===== config.mk =====
export PLATFORM = sky130hd
export DESIGN_NAME = mac_address_filter_match
export DESIGN_NICKNAME = d
export VERILOG_FILES = /design/src/hdl/maf_pkg.sv /design/src/hdl/maf_front.sv /design/src/hdl/maf_queue.sv /design/src/hdl/maf_back.sv /design/src/hdl/mac_address_filter_match.sv
export SDC_FILE = /design/constraint.sdc
export NUM_CORES = 2
export LEC_CHECK = 0
export BUFFER_PORTS_ARGS = -buffer_cell sky130_fd_sc_hd__buf_4
export CAP_MARGIN = 10
export CORE_ASPECT_RATIO = 1.1
export CORE_UTILIZATION = 38
export CTS_CLUSTER_DIAMETER = 120
export DETAILED_ROUTE_END_ITERATION = 10
export GPL_TIMING_DRIVEN = 0
export PLACE_DENSITY = 0.59
export SYNTH_ARGS = -nofsm -noshare
export SYNTH_HDL_FRONTEND = slang
export SYNTH_SLANG_ARGS = --single-unit

===== constraint.sdc =====
create_clock -name clk -period 25.4 [get_ports clk]
set_input_delay 0 -clock clk [delete_from_list [all_inputs] [get_ports clk]]
set_output_delay 0 -clock clk [all_outputs]
set_load 0.02 [all_outputs]

===== src/hdl/maf_pkg.sv =====
// ----------------------------------------------------------------------------
// maf_pkg
// shared types, codes and sizes for the mac address filter match block
// ----------------------------------------------------------------------------
`default_nettype none

package maf_pkg;

    localparam int MAX_FILTERS = 8;
    localparam int CNT_W       = $clog2(MAX_FILTERS + 1);
    localparam int MAC_W       = 48;
    localparam int MASK_W      = 8;
    localparam int USED_W      = 4;
    localparam int KIND_W      = 2;
    localparam int Q_DEPTH     = 2;
    localparam int Q_PTR_W     = (Q_DEPTH > 1) ? $clog2(Q_DEPTH) : 1;
    localparam int Q_CNT_W     = $clog2(Q_DEPTH + 1);

    localparam int EN_DST = 0;
    localparam int EN_SRC = 1;
    localparam int EN_AP  = 2;

    typedef enum logic [1:0] {
        REQ_ADD   = 2'd0,
        REQ_CLEAR = 2'd1,
        REQ_FRAME = 2'd2,
        REQ_SPARE = 2'd3
    } req_t;

    typedef enum logic [1:0] {
        ST_OK      = 2'd0,
        ST_FULL    = 2'd1,
        ST_DROPPED = 2'd2,
        ST_SPARE   = 2'd3
    } status_t;

    typedef enum logic [2:0] {
        OP_NOP,
        OP_ADD,
        OP_CLEAR,
        OP_MATCH,
        OP_DROP
    } op_t;

    typedef struct packed {
        op_t               op;
        logic [KIND_W-1:0] kind;
        logic [MAC_W-1:0]  dst;
        logic [MAC_W-1:0]  src;
        logic [MAC_W-1:0]  ap;
        logic [2:0]        en;
    } cmd_t;

    function automatic logic [USED_W-1:0] sat_used(input logic [CNT_W-1:0] count);
        logic [31:0] c;
        c = 32'(count);
        return (c > 32'd15) ? USED_W'(15) : c[USED_W-1:0];
    endfunction

endpackage

`default_nettype wire


===== src/hdl/maf_front.sv =====
// ----------------------------------------------------------------------------
// maf_front
// accepts request transfers and classifies them into back-end commands
// ----------------------------------------------------------------------------
`default_nettype none

module maf_front
    import maf_pkg::*;
(
    input  wire logic             clk,
    input  wire logic             rst_n,
    input  wire logic             in_valid,
    output logic                  in_ready,
    input  wire logic [1:0]       req_type,
    input  wire logic             rx_error,
    input  wire logic [KIND_W-1:0] frame_kind,
    input  wire logic [MAC_W-1:0] dst_mac,
    input  wire logic [MAC_W-1:0] src_mac,
    input  wire logic [MAC_W-1:0] ap_mac,
    input  wire logic [2:0]       enables,
    output logic                  cmd_valid,
    input  wire logic             cmd_ready,
    output cmd_t                  cmd
);

    logic valid_reg;
    logic valid_next;
    cmd_t cmd_reg;
    cmd_t cmd_next;
    logic take;

    assign in_ready = !valid_reg || cmd_ready;
    assign take     = in_valid && in_ready;

    always_comb
    begin
        cmd_next      = '0;
        cmd_next.dst  = dst_mac;
        cmd_next.src  = src_mac;
        cmd_next.ap   = ap_mac;
        cmd_next.en   = enables;
        cmd_next.kind = frame_kind;
        unique case (req_t'(req_type))
            REQ_ADD:   cmd_next.op = OP_ADD;
            REQ_CLEAR: cmd_next.op = OP_CLEAR;
            REQ_FRAME: cmd_next.op = rx_error ? OP_DROP : OP_MATCH;
            default:   cmd_next.op = OP_NOP;
        endcase
        valid_next = take || (valid_reg && !cmd_ready);
    end

    always_ff @(posedge clk or negedge rst_n)
    begin
        if (!rst_n)
        begin
            valid_reg <= 1'b0;
        end
        else
        begin
            valid_reg <= valid_next;
        end
    end

    always_ff @(posedge clk)
    begin
        if (take)
        begin
            cmd_reg <= cmd_next;
        end
    end

    assign cmd_valid = valid_reg;
    assign cmd       = cmd_reg;

endmodule

`default_nettype wire


===== src/hdl/maf_queue.sv =====
// ----------------------------------------------------------------------------
// maf_queue
// short command queue between the front and back ends
// ----------------------------------------------------------------------------
`default_nettype none

module maf_queue
    import maf_pkg::*;
(
    input  wire logic clk,
    input  wire logic rst_n,
    input  wire logic push_valid,
    output logic      push_ready,
    input  cmd_t      push_cmd,
    output logic      pop_valid,
    input  wire logic pop_ready,
    output cmd_t      pop_cmd
);

    cmd_t                slot_reg [Q_DEPTH];
    logic [Q_PTR_W-1:0]  wr_ptr_reg;
    logic [Q_PTR_W-1:0]  wr_ptr_next;
    logic [Q_PTR_W-1:0]  rd_ptr_reg;
    logic [Q_PTR_W-1:0]  rd_ptr_next;
    logic [Q_CNT_W-1:0]  count_reg;
    logic [Q_CNT_W-1:0]  count_next;
    logic                push;
    logic                pop;

    assign push_ready = (count_reg != Q_CNT_W'(Q_DEPTH));
    assign pop_valid  = (count_reg != '0);
    assign push       = push_valid && push_ready;
    assign pop        = pop_valid && pop_ready;
    assign pop_cmd    = slot_reg[rd_ptr_reg];

    always_comb
    begin
        wr_ptr_next = wr_ptr_reg;
        rd_ptr_next = rd_ptr_reg;
        count_next  = count_reg;
        if (push)
        begin
            wr_ptr_next = (wr_ptr_reg == Q_PTR_W'(Q_DEPTH - 1)) ? '0 : wr_ptr_reg + 1'b1;
        end
        if (pop)
        begin
            rd_ptr_next = (rd_ptr_reg == Q_PTR_W'(Q_DEPTH - 1)) ? '0 : rd_ptr_reg + 1'b1;
        end
        if (push && !pop)
        begin
            count_next = count_reg + 1'b1;
        end
        else if (pop && !push)
        begin
            count_next = count_reg - 1'b1;
        end
    end

    always_ff @(posedge clk or negedge rst_n)
    begin
        if (!rst_n)
        begin
            wr_ptr_reg <= '0;
            rd_ptr_reg <= '0;
            count_reg  <= '0;
        end
        else
        begin
            wr_ptr_reg <= wr_ptr_next;
            rd_ptr_reg <= rd_ptr_next;
            count_reg  <= count_next;
        end
    end

    always_ff @(posedge clk)
    begin
        if (push)
        begin
            slot_reg[wr_ptr_reg] <= push_cmd;
        end
    end

endmodule

`default_nettype wire


===== src/hdl/maf_back.sv =====
// ----------------------------------------------------------------------------
// maf_back
// filter table, parallel address compare and registered result
// ----------------------------------------------------------------------------
`default_nettype none

module maf_back
    import maf_pkg::*;
(
    input  wire logic         clk,
    input  wire logic         rst_n,
    input  wire logic         cmd_valid,
    output logic              cmd_ready,
    input  cmd_t              cmd,
    output logic              res_valid,
    input  wire logic         res_ready,
    output logic [1:0]        status,
    output logic [MASK_W-1:0] match_mask,
    output logic [KIND_W-1:0] kind_out,
    output logic [USED_W-1:0] entries_used
);

    localparam int HIT_W = (MAX_FILTERS > MASK_W) ? MAX_FILTERS : MASK_W;

    logic [MAC_W-1:0]  dst_reg [MAX_FILTERS];
    logic [MAC_W-1:0]  src_reg [MAX_FILTERS];
    logic [MAC_W-1:0]  ap_reg  [MAX_FILTERS];
    logic [2:0]        en_reg  [MAX_FILTERS];
    logic [CNT_W-1:0]  count_reg;
    logic [CNT_W-1:0]  count_next;

    logic              out_valid_reg;
    logic              out_valid_next;
    status_t           status_reg;
    status_t           status_next;
    logic [MASK_W-1:0] mask_reg;
    logic [MASK_W-1:0] mask_next;
    logic [KIND_W-1:0] kind_reg;
    logic [KIND_W-1:0] kind_next;
    logic [USED_W-1:0] used_reg;

    logic              pop;
    logic              full;
    logic              write_en;
    logic [HIT_W-1:0]  hit;

    assign cmd_ready = !out_valid_reg || res_ready;
    assign pop       = cmd_valid && cmd_ready;
    assign full      = (32'(count_reg) >= 32'(MAX_FILTERS));
    assign write_en  = pop && (cmd.op == OP_ADD) && !full;

    always_comb
    begin
        hit = '0;
        for (int i = 0; i < MAX_FILTERS; i++)
        begin
            hit[i] = (32'(i) < 32'(count_reg))
                && (!en_reg[i][EN_DST] || (dst_reg[i] == cmd.dst))
                && (!en_reg[i][EN_SRC] || (src_reg[i] == cmd.src))
                && (!en_reg[i][EN_AP]  || (ap_reg[i]  == cmd.ap));
        end
    end

    always_comb
    begin
        count_next  = count_reg;
        status_next = ST_OK;
        mask_next   = '0;
        kind_next   = '0;
        unique case (cmd.op)
            OP_ADD:
            begin
                if (full)
                begin
                    status_next = ST_FULL;
                end
                else
                begin
                    count_next = count_reg + 1'b1;
                end
            end
            OP_CLEAR:
            begin
                count_next = '0;
            end
            OP_MATCH:
            begin
                mask_next = hit[MASK_W-1:0];
                kind_next = cmd.kind;
            end
            OP_DROP:
            begin
                status_next = ST_DROPPED;
            end
            default:
            begin
                count_next = count_reg;
            end
        endcase
        if (!pop)
        begin
            count_next = count_reg;
        end
        out_valid_next = pop || (out_valid_reg && !res_ready);
    end

    always_ff @(posedge clk or negedge rst_n)
    begin
        if (!rst_n)
        begin
            count_reg     <= '0;
            out_valid_reg <= 1'b0;
        end
        else
        begin
            count_reg     <= count_next;
            out_valid_reg <= out_valid_next;
        end
    end

    always_ff @(posedge clk)
    begin
        for (int i = 0; i < MAX_FILTERS; i++)
        begin
            if (write_en && (32'(count_reg) == 32'(i)))
            begin
                dst_reg[i] <= cmd.dst;
                src_reg[i] <= cmd.src;
                ap_reg[i]  <= cmd.ap;
                en_reg[i]  <= cmd.en;
            end
        end
        if (pop)
        begin
            status_reg <= status_next;
            mask_reg   <= mask_next;
            kind_reg   <= kind_next;
            used_reg   <= sat_used(count_next);
        end
    end

    assign res_valid    = out_valid_reg;
    assign status       = status_reg;
    assign match_mask   = mask_reg;
    assign kind_out     = kind_reg;
    assign entries_used = used_reg;

    a_count_bound: assert property (@(posedge clk) disable iff (!rst_n)
        32'(count_reg) <= 32'(MAX_FILTERS))
        else $error("filter count beyond table size");

    a_clear_empties: assert property (@(posedge clk) disable iff (!rst_n)
        (pop && (cmd.op == OP_CLEAR)) |=> (count_reg == '0))
        else $error("clear did not empty table");

    a_add_grows: assert property (@(posedge clk) disable iff (!rst_n)
        write_en |=> (count_reg == $past(count_reg) + 1'b1))
        else $error("add did not grow table by one");

    a_quiet_mask: assert property (@(posedge clk) disable iff (!rst_n)
        (res_valid && (status_reg != ST_OK)) |-> ((mask_reg == '0) && (kind_reg == '0)))
        else $error("mask or kind set on a non-ok result");

endmodule

`default_nettype wire


===== src/hdl/mac_address_filter_match.sv =====
// ----------------------------------------------------------------------------
// mac_address_filter_match
// wireless frame filter table with parallel address matching
// ----------------------------------------------------------------------------
// Takes one request transfer per cycle while s_axis_tready is high and returns
// one result transfer per request, in order. Each request passes through three
// registers: the front-end command register, one slot of the two-entry command
// queue and the back-end result register. The back end compares a frame's three
// addresses against every table entry in parallel. The queue between the front
// and back ends lets the input keep streaming while the output is held off. The
// table comes out of reset empty and needs no clearing pass.
// ----------------------------------------------------------------------------
`default_nettype none

module mac_address_filter_match
    import maf_pkg::*;
(
    input  wire logic         clk,
    input  wire logic         rst_n,
    input  wire logic         s_axis_tvalid,
    output logic              s_axis_tready,
    // dst_mac[47:0], src_mac[95:48], ap_mac[143:96], dst_enable[144],
    // src_enable[145], ap_enable[146], zero fill [151:147]
    input  wire logic [151:0] s_axis_tdata,
    // req_type[1:0], rx_error[2], frame_kind[4:3]
    input  wire logic [4:0]   s_axis_tuser,
    output logic              m_axis_tvalid,
    input  wire logic         m_axis_tready,
    // match_mask[7:0], entries_used[11:8], zero fill [15:12]
    output logic [15:0]       m_axis_tdata,
    // status[1:0], kind_out[3:2]
    output logic [3:0]        m_axis_tuser
);

    logic              fq_valid;
    logic              fq_ready;
    cmd_t              fq_cmd;
    logic              qb_valid;
    logic              qb_ready;
    cmd_t              qb_cmd;
    logic [1:0]        status;
    logic [MASK_W-1:0] match_mask;
    logic [KIND_W-1:0] kind_out;
    logic [USED_W-1:0] entries_used;

    maf_front u_front (
        .clk        (clk),
        .rst_n      (rst_n),
        .in_valid   (s_axis_tvalid),
        .in_ready   (s_axis_tready),
        .req_type   (s_axis_tuser[1:0]),
        .rx_error   (s_axis_tuser[2]),
        .frame_kind (s_axis_tuser[4:3]),
        .dst_mac    (s_axis_tdata[47:0]),
        .src_mac    (s_axis_tdata[95:48]),
        .ap_mac     (s_axis_tdata[143:96]),
        .enables    (s_axis_tdata[146:144]),
        .cmd_valid  (fq_valid),
        .cmd_ready  (fq_ready),
        .cmd        (fq_cmd)
    );

    maf_queue u_queue (
        .clk        (clk),
        .rst_n      (rst_n),
        .push_valid (fq_valid),
        .push_ready (fq_ready),
        .push_cmd   (fq_cmd),
        .pop_valid  (qb_valid),
        .pop_ready  (qb_ready),
        .pop_cmd    (qb_cmd)
    );

    maf_back u_back (
        .clk          (clk),
        .rst_n        (rst_n),
        .cmd_valid    (qb_valid),
        .cmd_ready    (qb_ready),
        .cmd          (qb_cmd),
        .res_valid    (m_axis_tvalid),
        .res_ready    (m_axis_tready),
        .status       (status),
        .match_mask   (match_mask),
        .kind_out     (kind_out),
        .entries_used (entries_used)
    );

    assign m_axis_tdata = {4'b0000, entries_used, match_mask};
    assign m_axis_tuser = {kind_out, status};

endmodule

`default_nettype wire


==> results.tsv <==
stage	metric	value	unit
setup_path	crit_required	25.90	ns
timing	fin_ws	20.35	ns
floorplanning	io_pins	183	
clocking	htree_levels	4	
detailed_routing	wl_per_cell	27.3	µm
yosys	synthCells	3599	
clocking	clk_latency	0.84	ns
worst_hold_path	min_from	s_axis_tuser[1]	
pwr	leakage	25.4	nW
detailed_routing	vias	33800	
grt	grt_pass1_wl	257000	µm
setup_path	r2r-end	u_back.ap_reg[0][39]	
yosys	synth.ff_latch_count	1658	
timing	hold_violations	0	
final_layout	synthToLayoutAreaGrowth	20.8	%
detailed_routing	first_pass_iters	5	
detailed_routing	drc	0	
clocking	clk_pin_slew	0.06	ns
timing	tightest_slew	1.28	ns
detailed_routing	drt_iter0_drc	3090	
yosys	synth_cell_type_count	37	
pwr	p_per_area	115	nW/µm²
grt	grt_pass1_vias	33700	
timing	period_share	19.9	%
final_layout	layout_common_cells	edfxtp_1, xnor2_1, dlygate4sd3_1, nor4_1, xor2_1	
floorplanning	die_w	402	µm
setup_path	r2r_slack	20.35	ns
worst_hold_path	hold_path_depth	4	
detailed_routing	vias_per_cell	5.01	
clocking	clockBufferDepth	3	
clocking	root_buffer	clkbuf_16	
pwr	p_total	0.00932	W
timing	fin_skew	0.0336	ns
place	dp_hpwl	125000	µm
place	dp_slack	20.43	ns
yosys	synthesis.area	66900	µm²
final_layout	drive_above_1_share	14.8	%
setup_path	cp_max_fo	52	
timing	finalSetupViolations	0	
timing	finalMaxSlewViolations	0	
detailed_routing	detail_route.wirelength	184000	µm
timing	max_freq	0.198	GHz
clocking	cts_buffers	175	
setup_path	cp-start-kind	flip-flop	
timing	relSlewSlack	13.8	%
grt	antenna_found_initial	8	
floorplanning	design.core.area	175000	µm²
timing	setup-tns-final	0	ns
place	portBuffers	173	
final_layout	nNetsFinal	4487	
floorplanning	die-area	178000	µm²
floorplanning	start_util	38.2	%
status	outcome	completed	
grt	grt_usage	20.7	%
grt	grt_max_degree	90	
setup_path	cp.arrival	5.56	ns
setup_path	path_class	flip-flop to flip-flop	
yosys	synth.avg_cell_area	18.6	µm²
final_layout	layout_commonest_cell	edfxtp_1	
final_layout	fillCellCount	15000	
grt	grt-ovfl-total	0	
timing	rsz0062_at_grt	no	
worst_hold_path	hold_class	primary input to flip-flop	
run	cap_viol_max_count	0	
timing	layout_min_cycle_time	5.05	ns
timing	hold_ws	0.127	ns
floorplanning	rows	161	
clocking	cts_tree	yes	
setup_path	crit_start	u_queue.rd_ptr_reg	
detailed_routing	drtAntennaViolNets	0	
yosys	yosysWarnings	0	
floorplanning	die_h	442	µm
setup_path	end_kind	flip-flop	
clocking	cts_sinks	1658	
yosys	ys_seq_area_share	74.4	%
worst_hold_path	whs_endpoint	u_front.cmd[150]	
place	place_congestion	0.865	
setup_path	rr_worst_depth	10	
setup_path	r2r_start	u_queue.rd_ptr_reg	
pwr	vdd_drop_max	109	µV
-- how the worst max path moves through the flow --
stage                                        to  slack, ns
final                      u_back.ap_reg[0][39]      20.35
after global routing       u_back.ap_reg[0][39]      20.06
after CTS                  u_back.ap_reg[0][39]      20.40
after detailed placement   u_back.ap_reg[0][39]      20.43
after global placement    u_back.ap_reg[1][164]       2.88
after floorplan           u_back.ap_reg[1][144]      12.54
-- critical path, stage by stage (launching register included) --
cell     delay [ns]
dfrtp_1        0.44
buf_6          0.18
buf_6          0.29
buf_6          0.42
buf_2          0.37
mux2i_1        0.41
nand2_1        0.27
nor4_1         0.66
and2_4         0.85
buf_12         0.32
buf_12         0.27
-- metrics by stage --
stage,util (%),instance area (µm²),instances
after floorplan,-,66900,3602
after global placement,40.6,71000,6057
after detailed placement,41.2,72100,6117
after CTS,46.2,80800,6746
after global routing,46.2,80800,6748
final,46.2,80800,6750
-- power by group --
part	leakage (nW)	total [W]	internal [W]	switching, W
Clock	2.71	0.00251	0.00143	0.00108
Sequential	15.2	0.00377	0.00362	0.000150
Combinational	7.52	0.00303	0.00100	0.00203
Total	25.4	0.00932	0.00606	0.00326
-- cell families (layout without fill, tap and decap cells) --
kind of cell,after synthesis,after routing,share of synthesized area [%]
flip-flops,1658,1658,74.4
XOR/XNOR,1158,1158,15.2
AND/OR/NAND/NOR,412,412,3.78
buffers and inverters,174,1036,1.13
multiplexers,153,153,4.99
AO/OA/AOI/OAI,39,39,0.466
adder cells (fa/ha/maj),4,4,0.0749
other,1,8,0.00561
-- routing by layer --
layer | wire length (µm) | global-route usage (%) | vias up
li1 | - | - | 15000
met1 | 77800 | 27.9 | 17300
met2 | 87000 | 33.0 | 1207
met3 | 13400 | 4.63 | 257
met4 | 5690 | 7.04 | 8
met5 | 46 | 0 | -
-- layout make-up --
class	instances	area, µm²	area share (%)
diodes	4	10.0	0.0124
plain buffers	23	189	0.234
clock buffers	211	4550	5.63
clock inverters	108	1020	1.27
inverters	151	574	0.711
multi-input cells	1770	16400	20.3
flip-flops and latches	1658	49700	61.6
well taps	2282	2860	3.53
repair buffers	543	5440	6.73
-- synth_stat cells, drive strengths merged --
master,number,share of area (%)
edfxtp,1648,74
xnor2,964,13
nor4,253,2.4
xor2,194,2.5
inv,151,0.85
mux2i,149,4.9
nand4,108,1.0
buf,21,0.27
o31ai,13,0.15
nor2,12,0.067
dfrtp,10,0.37
nand2,10,0.056
o31a,8,0.10
a21oi,6,0.045
nand2b,6,0.056
nand3,5,0.037
a2111oi,4,0.090
and3,4,0.037
and4,4,0.052
ha,4,0.075
mux2,4,0.067
and2,3,0.028
nor3,3,0.022
o21ai,3,0.022
a21o,2,0.022
clkbuf,2,0.011
nor2b,2,0.019
a22o,1,0.013
a41oi,1,0.013
conb,1,0.0056
nand3b,1,0.011
nor3b,1,0.011
o22ai,1,0.0094
-- repair_timing --
action,4_1_cts,5_1_grt
setup buffers,0,0
hold endpoints to repair,213,0
setup endpoints to repair,0,0
gates resized for setup,0,0
hold buffers,310,0
No activity file was read; power rests on OpenSTA's default activity.
